## config.mk

```make
export PLATFORM = sky130hd
export DESIGN_NAME = second_order_byte_checksum
export DESIGN_NICKNAME = d
export VERILOG_FILES = /design/src/rtl/core/sobc_pkg.sv /design/src/rtl/core/second_order_byte_checksum.sv
export SDC_FILE = /design/constraint.sdc
export NUM_CORES = 1
export LEC_CHECK = 0
export ABC_AREA = 1
export BUFFER_PORTS_ARGS = -buffer_cell sky130_fd_sc_hd__buf_2
export CAP_MARGIN = 10
export CORE_MARGIN = 2
export CORE_UTILIZATION = 50
export DETAILED_ROUTE_END_ITERATION = 6
export PLACE_DENSITY_LB_ADDON = 0.08
export SLEW_MARGIN = 25
export SYNTH_ARGS = -nofsm -noshare
export SYNTH_HDL_FRONTEND = slang
export SYNTH_SLANG_ARGS = --single-unit
```

## constraint.sdc

```tcl
create_clock -name clk -period 10.4 [get_ports clk]
set_clock_uncertainty 0.2 [all_clocks]
set_input_delay 1.56 -clock clk [delete_from_list [all_inputs] [get_ports clk]]
set_output_delay 1.56 -clock clk [all_outputs]
set_load 0.05 [all_outputs]
```

## src/rtl/core/sobc_pkg.sv

```systemverilog
// sobc_pkg: constants and the mod-65535 fold for the second-order byte checksum
// no dependencies; imported by second_order_byte_checksum
package sobc_pkg;

  localparam int unsigned DATA_W  = 8;
  localparam int unsigned SUM_W   = 16;
  localparam int unsigned POS_W   = 8;
  localparam int unsigned COEF_W  = 9;
  localparam int unsigned PROD_W  = COEF_W + SUM_W;
  localparam int unsigned SUB_W   = POS_W + SUM_W;
  localparam int unsigned DIFF_W  = PROD_W + 1;

  localparam logic [POS_W-1:0]  ALPHA_STEP   = 8'd17;
  localparam logic [POS_W-1:0]  BETA_STEP    = 8'd31;
  localparam logic [SUM_W-1:0]  FIRST_OFFSET = 16'd7;
  localparam logic [SUM_W-1:0]  MOD_FOLD     = 16'hFFFF;

  // a negative difference d maps to 1 + d plus a multiple of the modulus large
  // enough to make it non-negative
  localparam logic [DIFF_W-1:0] NEG_BIAS     = DIFF_W'(1 + 65535 * 256);

  typedef logic [SUM_W-1:0] sum_t;

  function automatic sum_t fold_mod(input logic [DIFF_W-1:0] v);
    logic [SUM_W:0] s;
    s = {1'b0, v[SUM_W-1:0]} + (SUM_W + 1)'(v[DIFF_W-1:SUM_W]);
    if (s >= {1'b0, MOD_FOLD}) begin
      s = s - {1'b0, MOD_FOLD};
    end
    return s[SUM_W-1:0];
  endfunction

endpackage

```

## src/rtl/core/second_order_byte_checksum.sv

```systemverilog
// second_order_byte_checksum: top level, input register, recurrence and result register
// depends on sobc_pkg
//
// Folds a byte stream, cut into messages by in_last_byte, into a 16-bit checksum
// by a second-order recurrence mod 65535. One byte is taken per cycle unless in_stall
// is high. The last byte of a message waits in the input register; its checksum is
// registered onto out_checksum as that byte leaves. The rate is set by the
// combinational recurrence loop (one 9x16 multiply, one 8x16 multiply, subtract and
// fold). It keeps taking bytes while a checksum waits at the output, until another
// last byte is held in the input register; in_stall follows out_stall in that case.
module second_order_byte_checksum (
  input  logic                          clk,
  input  logic                          rst_n,
  input  logic                          in_valid,
  output logic                          in_stall,
  input  logic [sobc_pkg::DATA_W-1:0]   in_data_byte,
  input  logic                          in_last_byte,
  output logic                          out_valid,
  input  logic                          out_stall,
  output logic [sobc_pkg::SUM_W-1:0]    out_checksum
);
  import sobc_pkg::*;

  logic              s1_valid_r;
  logic [DATA_W-1:0] s1_byte_r;
  logic              s1_last_r;

  sum_t              old_r;
  sum_t              cur_r;
  logic [POS_W-1:0]  pos_r;
  logic              in_msg_r;

  logic              out_valid_r;
  sum_t              out_sum_r;

  logic              out_free;
  logic              s1_adv;
  logic              in_acc;

  logic [POS_W-1:0]  alpha;
  logic [POS_W-1:0]  beta;
  logic [COEF_W-1:0] mult;
  logic [PROD_W-1:0] prod;
  logic [SUB_W-1:0]  sub;
  logic [DIFF_W-1:0] diff;
  logic [DIFF_W-1:0] biased;
  sum_t              step_sum;
  sum_t              cur_nxt;

  assign out_free = !out_valid_r || !out_stall;
  assign s1_adv   = s1_valid_r && (!s1_last_r || out_free);
  assign in_stall = s1_valid_r && !s1_adv;
  assign in_acc   = in_valid && !in_stall;

  // recurrence step
  always_comb begin
    alpha    = POS_W'(pos_r * ALPHA_STEP);
    beta     = POS_W'(pos_r * BETA_STEP);
    mult     = {1'b0, s1_byte_r} + {1'b0, alpha};
    prod     = {{(PROD_W-COEF_W){1'b0}}, mult} * {{(PROD_W-SUM_W){1'b0}}, cur_r};
    sub      = {{(SUB_W-POS_W){1'b0}}, beta} * {{(SUB_W-SUM_W){1'b0}}, old_r};
    diff     = {1'b0, prod} - {{(DIFF_W-SUB_W){1'b0}}, sub};
    biased   = diff[DIFF_W-1] ? (diff + NEG_BIAS) : diff;
    step_sum = fold_mod(biased);
    cur_nxt  = in_msg_r ? step_sum
                        : ({{(SUM_W-DATA_W){1'b0}}, s1_byte_r} + FIRST_OFFSET);
  end

  always_ff @(posedge clk) begin
    if (!rst_n) begin
      s1_valid_r <= 1'b0;
    end else if (in_acc) begin
      s1_valid_r <= 1'b1;
    end else if (s1_adv) begin
      s1_valid_r <= 1'b0;
    end
  end

  always_ff @(posedge clk) begin
    if (in_acc) begin
      s1_byte_r <= in_data_byte;
      s1_last_r <= in_last_byte;
    end
  end

  always_ff @(posedge clk) begin
    if (!rst_n) begin
      old_r    <= SUM_W'(1);
      cur_r    <= '0;
      pos_r    <= '0;
      in_msg_r <= 1'b0;
    end else if (s1_adv) begin
      old_r    <= in_msg_r ? cur_r : SUM_W'(1);
      cur_r    <= cur_nxt;
      pos_r    <= in_msg_r ? (pos_r + POS_W'(1)) : POS_W'(1);
      in_msg_r <= !s1_last_r;
    end
  end

  always_ff @(posedge clk) begin
    if (!rst_n) begin
      out_valid_r <= 1'b0;
    end else if (s1_adv && s1_last_r) begin
      out_valid_r <= 1'b1;
    end else if (!out_stall) begin
      out_valid_r <= 1'b0;
    end
  end

  always_ff @(posedge clk) begin
    if (s1_adv && s1_last_r) begin
      out_sum_r <= cur_nxt;
    end
  end

  assign out_valid    = out_valid_r;
  assign out_checksum = out_sum_r;

`ifndef ASSERT_OFF
  a_stall_needs_item: assert property (@(posedge clk) disable iff (!rst_n)
    in_stall |-> (s1_valid_r && s1_last_r && out_valid_r))
    else $error("input stalled without a pending last byte");

  a_sum_in_range: assert property (@(posedge clk) disable iff (!rst_n)
    out_valid_r |-> (out_sum_r != MOD_FOLD))
    else $error("checksum outside residue range");

  a_msg_closes: assert property (@(posedge clk) disable iff (!rst_n)
    (s1_adv && s1_last_r) |=> !in_msg_r)
    else $error("message not closed after last byte");

  a_first_pos: assert property (@(posedge clk) disable iff (!rst_n)
    (s1_adv && !s1_last_r && !in_msg_r) |=> (in_msg_r && pos_r == POS_W'(1)))
    else $error("first byte did not open a message");
`endif

endmodule
```

Word-level counts from Yosys, hierarchy flattened
Cells that the tools add are included.
{ "op_classes": {"add_sub_neg": 7, "order_cmp": 1, "n_mul": 4, "eq_ne": 1, "muxes": 9, "n_reduce_logical": 12} }
{ "ops": {"columns": ["op", "count"], "rows": [
  ["16-bit two-way mux", 3],
  ["26-bit by 24-bit adder with 26-bit output (second input constant)", 1],
  ["26-bit two-way mux", 1],
  ["25-bit by 24-bit subtractor with 26-bit output", 1],
  ["9-bit by 16-bit multiplier with 25-bit output", 1],
  ["8-bit by 16-bit multiplier with 24-bit output", 1],
  ["16-bit by 10-bit adder with 17-bit output", 1],
  ["17-bit by 16-bit >= comparator with 1-bit output (second input constant)", 1],
  ["8-bit by 5-bit multiplier with 8-bit output (second input constant)", 2],
  ["16-bit subtractor (second input constant)", 1],
  ["8-bit by 3-bit adder with 9-bit output (second input constant)", 1],
  ["8-bit by 8-bit adder with 9-bit output", 1],
  ["8-bit by 1-bit adder with 8-bit output (second input constant)", 1],
  ["8-bit two-way mux", 1],
  ["1-bit logical NOT", 5],
  ["1-bit logical AND", 4],
  ["1-bit two-way mux", 4],
  ["1-bit logical OR", 2],
  ["2-bit by 1-bit inequality test with 1-bit output (second input constant)", 1],
  ["2-bit nonzero test", 1]
]} }
{ "word_totals": {"reg_bits": 68, "output_inout_bits": 18} }

Depth between registers and ports, before layout
Gate-level depths: netlist (run 1).
{ "depth": {"word_depth": 10, "mapped_depth": 70, "mapped_depth_nobuf": 68} }

Worst setup path after synthesis (run 1)
Ideal clock, no wire load.
{ "synth_path": {"path_type": "register to register", "startpoint": "reg pos_r[1]", "endpoint": "reg out_sum_r[13], in the netlist out_checksum[13] (data pin)", "synth_period_minus_slack_ps": 11467, "path_slack_ps": -1067, "path_stages_with_launch": 56, "setup_time_ps": 253, "t_arrival_ps": 11014, "n_path_buf": 2, "path_cell_list": "dfxtp_1 -> fa_1 -> inv_1 -> fa_1 -> fa_1 -> inv_1 -> ha_1 -> a21oi_1 -> inv_1 -> a31oi_1 -> or2_2 -> nand2_1 -> a21oi_1 -> or2_2 -> nand2_1 -> clkbuf_1 -> nor2_1 -> fa_1 -> [20 not listed] -> ha_1 -> inv_1 -> fa_1 -> nand3b_1 -> nand3_1 -> xor2_1 -> inv_1 -> nor4_1 -> nand2_1 -> nor3_1 -> nand3_1 -> nand2_1 -> nand3_4 -> nand2_4 -> buf_8 -> nand2_1 -> nand4_1 -> inv_1"} }
{ "synth_between": {"elab_chain_len": 10} }
{ "synth_lines": {"columns": ["item", "line", "text"], "rows": [
  ["start, declared", "second_order_byte_checksum.sv:30", "logic [POS_W-1:0] pos_r;"],
  ["start signal, assigned", "second_order_byte_checksum.sv:95", "pos_r <= in_msg_r ? (pos_r + POS_W'(1)) : POS_W'(1);"],
  ["8-bit by 5-bit multiplier with 8-bit output", "second_order_byte_checksum.sv:57", "alpha = POS_W'(pos_r * ALPHA_STEP);"],
  ["8-bit by 8-bit adder with 9-bit output", "second_order_byte_checksum.sv:59", "mult = {1'b0, s1_byte_r} + {1'b0, alpha};"],
  ["9-bit by 16-bit multiplier with 25-bit output", "second_order_byte_checksum.sv:60", "prod = {{(PROD_W-COEF_W){1'b0}}, mult} * {{(PROD_W-SUM_W){1'b0}}, cur_r};"],
  ["25-bit by 24-bit subtractor with 26-bit output *", "second_order_byte_checksum.sv:62", "diff = {1'b0, prod} - {{(DIFF_W-SUB_W){1'b0}}, sub};"],
  ["26-bit by 24-bit adder with 26-bit output", "second_order_byte_checksum.sv:63", "biased = diff[DIFF_W-1] ? (diff + NEG_BIAS) : diff;"],
  ["26-bit two-way mux *", "second_order_byte_checksum.sv:63", null],
  ["16-bit by 10-bit adder with 17-bit output *", "sobc_pkg.sv:26", "s = {1'b0, v[SUM_W-1:0]} + (SUM_W + 1)'(v[DIFF_W-1:SUM_W]);"],
  ["16-bit subtractor or 17-bit by 16-bit >= comparator with 1-bit output (tied branches)", "sobc_pkg.sv:28, sobc_pkg.sv:27", null],
  ["16-bit two-way mux *", "sobc_pkg.sv:27", "if (s >= {1'b0, MOD_FOLD}) begin"],
  ["16-bit two-way mux *", "second_order_byte_checksum.sv:65", "cur_nxt = in_msg_r ? step_sum"],
  ["named net cur_nxt[13]", "second_order_byte_checksum.sv:48", "sum_t cur_nxt;"],
  ["end signal, assigned", "second_order_byte_checksum.sv:112", "out_sum_r <= cur_nxt;"],
  ["end, declared", "second_order_byte_checksum.sv:34", "sum_t out_sum_r;"]
]} }
Mark *: on every way through the listed nets, which the timed path passes. The rest lies on a longest branch.
A chain may end at the register's enable or synchronous reset.

Worst setup path in the final report (run 1)
{ "layout_path": {"startpoint": "reg pos_r[0]", "endpoint": "reg out_sum_r[13], in the netlist out_checksum[13] (data pin)"} }
The elaborated chain is that of the path after synthesis.

==> impl_metrics.ini, run 1 <==
[synth]
synth_top_area_frac = 0.339
synth_area_um2 = 14100
syn-instance-count = 1855
synth_nets = 2223
synth_edf_count = 25
synth.area.top_cells = fa_1 34%, inv_1 13%, nand2_1 11%
synth_commonest_cells = 483 x inv_1, 403 x nand2_1, 238 x fa_1, 180 x nor2_1, 117 x ha_1
synthFlopType = dfxtp_1
ys_types = 40
synthArstFlopShare = 0
synth_most_common_cell = inv_1
syn_avg_cell_area_um2 = 7.58
ys_seq_elements = 68
yosysWarningCount = 0
seq_area_frac_synth = 0.115
synth_top_area_cell = fa_1

[place]
dpl.hpwl_um = 33100
dp_slack_ns = -0.829
port-buffer-count = 30
gp_congestion = 0.925

[final_layout]
n_fill_cell = 2437
nets = 2459
syn2layout_area_growth_pct = 26.6
antenna_cells = 0
drive_above_1_share = 0.255
ff_latch_area_um2 = 1620
multi_input_area_um2 = 11500

[clock_network]
cts.sinks = 68
clk-insertion-delay-late_ns = 0.36
cts_tree = yes
cts_buffer_depth = 2
clockRootBuffer = clkbuf_16
clk_pin_slew_ns = 0.07
h-tree-depth = 3
numCtsBuffers = 9
holdBufCountCts = 0

[drt]
first_pass_iters = 5
viasPerCell = 5.02
vias = 12412
wire_per_inst_um = 16.1
final_antenna_net_count = 0
routed_wl_um = 40000
drc_errors = 0
drt-initial-drc-count = 911

[run_status]
outcome = finished, violations left
violations = setup timing

[sta]
finalCritPeriodShare = 1.07
setup_viol = 32
slew_headroom = 0.299
worstMarginPinSlew_ns = 1.05
max_freq_mhz = 89.7
hold_viol_final = 0
rsz0062_at_grt = yes
min_period_ns = 11.15
final.setup.tns_ns = -21.53
slew_violations = 0
finalWorstSetupSlack_ns = -0.752

[die]
die_w_um = 172
die_h_um = 172
core-area_um2 = 27700
start_util = 0.508
rows = 61
die_area_um2 = 29500
ios = 31

[critical_path]
cp_data_arrival_time_ns = 11.06
crit_path_max_incr_delay_ns = 0.55
critPathMaxFanout = 7
cp.required_ns = 10.31
path_class = flop to flop
crit_family = adder cells
slowest_stage = fa_1
end_kind = flop
r2r_setup_slack_ns = -0.75
crit_top_cell = fa_1
critPathLaunchType = flop
worst-path-buf-inv = 10

[job]
cap_violations = 0

[global_route]
track_usage = 0.287
grt_pass1_vias = 12458
grt_pass1_wl_um = 64800
grt.overflow.total = 0
antenna_found_initial = 0
grt_max_degree = 45

[worst_hold_path]
hold_path.class = flop to flop
## registers in the layout, indices dropped and copies added, names as in the netlist
register / flops
cur_r: 16
in_msg_r: 1
old_r: 16
out_checksum: 16
out_valid: 1
pos_r: 8
s1_byte_r: 8
s1_last_r: 1
s1_valid_r: 1
## worst reg2reg max path: cells and delay by family (launching register included)
kind,cells,cell delay [ns]
and+or+nand+nor,28,2.92
buffers and inverters,10,0.71
DFF,1,0.35
adders and majority gates,12,5.30
xor gates and xnor gates,2,0.34
AOI/OAI and AO/OA,7,1.11
## logic make-up (layout without fill, tap and decap cells)
family | after synthesis | count (layout) | synth area share
fa+ha+maj | 355 | 355 | 0.443
buf+inv | 535 | 775 | 0.144
simple gates | 726 | 727 | 0.216
xor+xnor | 56 | 56 | 0.0349
flops | 68 | 68 | 0.115
compound gates | 115 | 115 | 0.0471
## repair_timing
action | in CTS | in global routing
hold endpoints to repair | 0 | 0
pin swaps | 62 | 37
gates resized for setup | 110 | 82
setup endpoints to repair | 32 | 32
cloned | 1 | 0
setup buffers | 32 | 9
## final timing paths
kind | from | end | cells after the start
worst max-delay path | pos_r[0] | out_checksum[13] | 59
worst min-delay path | s1_valid_r | s1_valid_r | 2
worst max register to register | pos_r[0] | out_checksum[13] | 59
worst min register to register | s1_valid_r | s1_valid_r | 2
## cell usage in the layout, fill, tap and decap left out, types with 11 or more instances in the layout
| cell | Yosys | layout |
|---|---|---|
| dfxtp_1 | 43 | 39 |
| edfxtp_1 | 25 | 25 |
| a21oi_1 | 52 | 34 |
| nand4_1 | 13 | 13 |
| buf_4 | 0 | 232 |
| o21ai_0 | 28 | 23 |
| nor2_2 | 8 | 21 |
| xnor2_1 | 19 | 16 |
| a21oi_2 | 2 | 18 |
| xor2_1 | 37 | 28 |
| nand2_1 | 403 | 343 |
| nand2_2 | 12 | 59 |
| nor2_1 | 180 | 156 |
| inv_2 | 2 | 16 |
| nor2_4 | 0 | 11 |
| nand3_1 | 73 | 45 |
| fa_1 | 238 | 228 |
| a211oi_1 | 18 | 18 |
| inv_1 | 483 | 467 |
| buf_2 | 1 | 30 |
| nand2_4 | 1 | 12 |
| nand3_2 | 2 | 27 |
| ha_1 | 117 | 101 |
| ha_4 | 0 | 15 |
## through the flow
stage                     instance area [um2]  hold WS, ns  std cells  utilization
after floorplan                         14500        0.277       1855            -
after global placement                  16400        0.300       2416        0.592
after detailed placement                16400        0.309       2416        0.592
after CTS                               17400        0.319       2465        0.629
after global routing                    17800        0.348       2474        0.643
final                                   17800        0.316       2474        0.643
## final cells by class
class,count,share of cell area
Multi-Input combinational cell,1253,0.647
Inverter,486,0.103
Clock inverter,7,0.00464
Sequential cell,68,0.0910
Clock buffer,9,0.0126
Timing Repair Buffer,273,0.115
Tap cell,378,0.0266
## layer usage
layer | global-route usage | up-vias | share of wire
met5 | 0 | - | 0
met4 | 0.103 | 0 | 0.034
met3 | 0.0462 | 66 | 0.061
met2 | 0.458 | 354 | 0.46
met1 | 0.398 | 6054 | 0.44
li1 | - | 5938 | -
Power of run 1 is left out: the tool's default activity adds up to more than one toggle a clock period on the data nets, which glitch-free logic cannot reach.
==> run 2, diff against run 1 <==
--- a/config.mk
+++ b/config.mk
@@ -12,7 +12,9 @@
 export CORE_UTILIZATION = 50
 export DETAILED_ROUTE_END_ITERATION = 6
 export PLACE_DENSITY_LB_ADDON = 0.08
+export REMOVE_ABC_BUFFERS = 1
 export SLEW_MARGIN = 25
 export SYNTH_ARGS = -nofsm -noshare
 export SYNTH_HDL_FRONTEND = slang
 export SYNTH_SLANG_ARGS = --single-unit
+export TNS_END_PERCENT = 50
==> impl_metrics.ini, run 2 (synthesis gave the netlist of run 1 again) <==
[global_route]
grt.overflow.total = 0
track_usage = 0.289
grt_max_degree = 45
grt_pass1_wl_um = 64600
grt_pass1_vias = 12621
antenna_found_initial = 0

[drt]
viasPerCell = 5.05
routed_wl_um = 41200
final_antenna_net_count = 0
drt-initial-drc-count = 714
vias = 12529
drc_errors = 0
first_pass_iters = 6
wire_per_inst_um = 16.6

[critical_path]
worst-path-buf-inv = 14
crit_top_cell = fa_1
crit_family = adder cells
end_kind = flop
critPathMaxFanout = 8
cp_data_arrival_time_ns = 11.15
path_class = flop to flop
critPathLaunchType = flop
crit_path_max_incr_delay_ns = 0.55
cp.required_ns = 10.31
slowest_stage = fa_1

[die]
rows = 61
die_area_um2 = 29500
die_h_um = 172
core-area_um2 = 27700
ios = 31
start_util = 0.508
die_w_um = 172

[clock_network]
holdBufCountCts = 0
cts_buffer_depth = 2
clk_pin_slew_ns = 0.07
clk-insertion-delay-late_ns = 0.36
cts.sinks = 68
cts_tree = yes
numCtsBuffers = 9
h-tree-depth = 3
clockRootBuffer = clkbuf_16

[sta]
min_period_ns = 11.24
slew_headroom = 0.367
hold_viol_final = 0
slew_violations = 0
final.setup.tns_ns = -24.58
worstMarginPinSlew_ns = 0.948
finalCritPeriodShare = 1.08
setup_viol = 32
max_freq_mhz = 89.0
rsz0062_at_grt = yes
finalWorstSetupSlack_ns = -0.838

[final_layout]
final_cell_area_um2 = 17800
drive_above_1_share = 0.247
syn2layout_area_growth_pct = 26.6
final_cells = 2481
final_common_cell = inv_1
n_fill_cell = 2471
nets = 2466
antenna_cells = 0
final_cell_mix = 468 x inv_1, 355 x nand2_1, 237 x buf_4

[run_status]
violations = setup timing
outcome = finished, violations left

[job]
cap_violations = 0

[place]
numPlacedInstances = 2422
gp_congestion = 0.936
dpl.hpwl_um = 33300
port-buffer-count = 30
placed_area_um2 = 16100

[worst_hold_path]
hold_path.class = flop to flop
-- run 2: cell count changes in the layout (fill, tap and decap cells not counted), moves of 5 or more --
cell	previous run	this run
buf_4	232	237
ha_1	101	96
nand2_1	343	355
nand2_2	59	45
nand3_1	45	53
nand3_2	27	20
-- run 2: path summary, 6_finish.rpt --
kind / slack (ns) / startpoint / depth (start not counted) / end
max: -0.84 / pos_r[0] / 57 / out_checksum[3]
min: 0.31 / s1_valid_r / 2 / s1_valid_r
max reg2reg: -0.84 / pos_r[0] / 57 / out_checksum[3]
min reg2reg: 0.31 / s1_valid_r / 2 / s1_valid_r
-- run 2: stage by stage --
stage	hold slack [ns]	utilization	setup WS, ns
after floorplan	0.281	-	-1.16
after global placement	0.296	0.580	-1.33
after detailed placement	0.299	0.580	-1.45
after CTS	0.308	0.616	-0.767
after global routing	0.339	0.643	-1.26
final	0.308	0.643	-0.838
-- run 2: layer usage --
layer / share of wire / track usage / routed length [um] / vias up
li1: - / - / - / 5962
met1: 0.42 / 0.380 / 17200 / 6166
met2: 0.51 / 0.512 / 20900 / 341
met3: 0.050 / 0.0255 / 2060 / 60
met4: 0.023 / 0.0778 / 951 / 0
met5: 0 / 0 / 0 / -
-- run 2: cell type report --
class	instances	area (um2)	share of cell area
clock inverters	7	82.6	0.00464
clock buffers	9	225	0.0126
well taps	378	473	0.0266
flip-flops and latches	68	1620	0.0910
repair buffers	280	2100	0.118
multi-input cells	1253	11500	0.645
inverters	486	1830	0.103
-- run 2: repair_timing --
item / in CTS / in global routing
endpoints found under the setup margin: 32 / 32
cloned: 2 / 0
buffers inserted: 20 / 23
resized for setup: 133 / 125
pin swaps: 68 / 91
-- run 2: worst register-to-register path: cells and delay by family (launching register included) --
kind,cells,cell delay (ns)
flops,1,0.33
buf+inv,14,1.35
simple gates,24,2.72
compound gates,4,0.32
xor+xnor,2,0.34
fa+ha+maj,13,5.71
Power of run 2 is left out for the same reason.
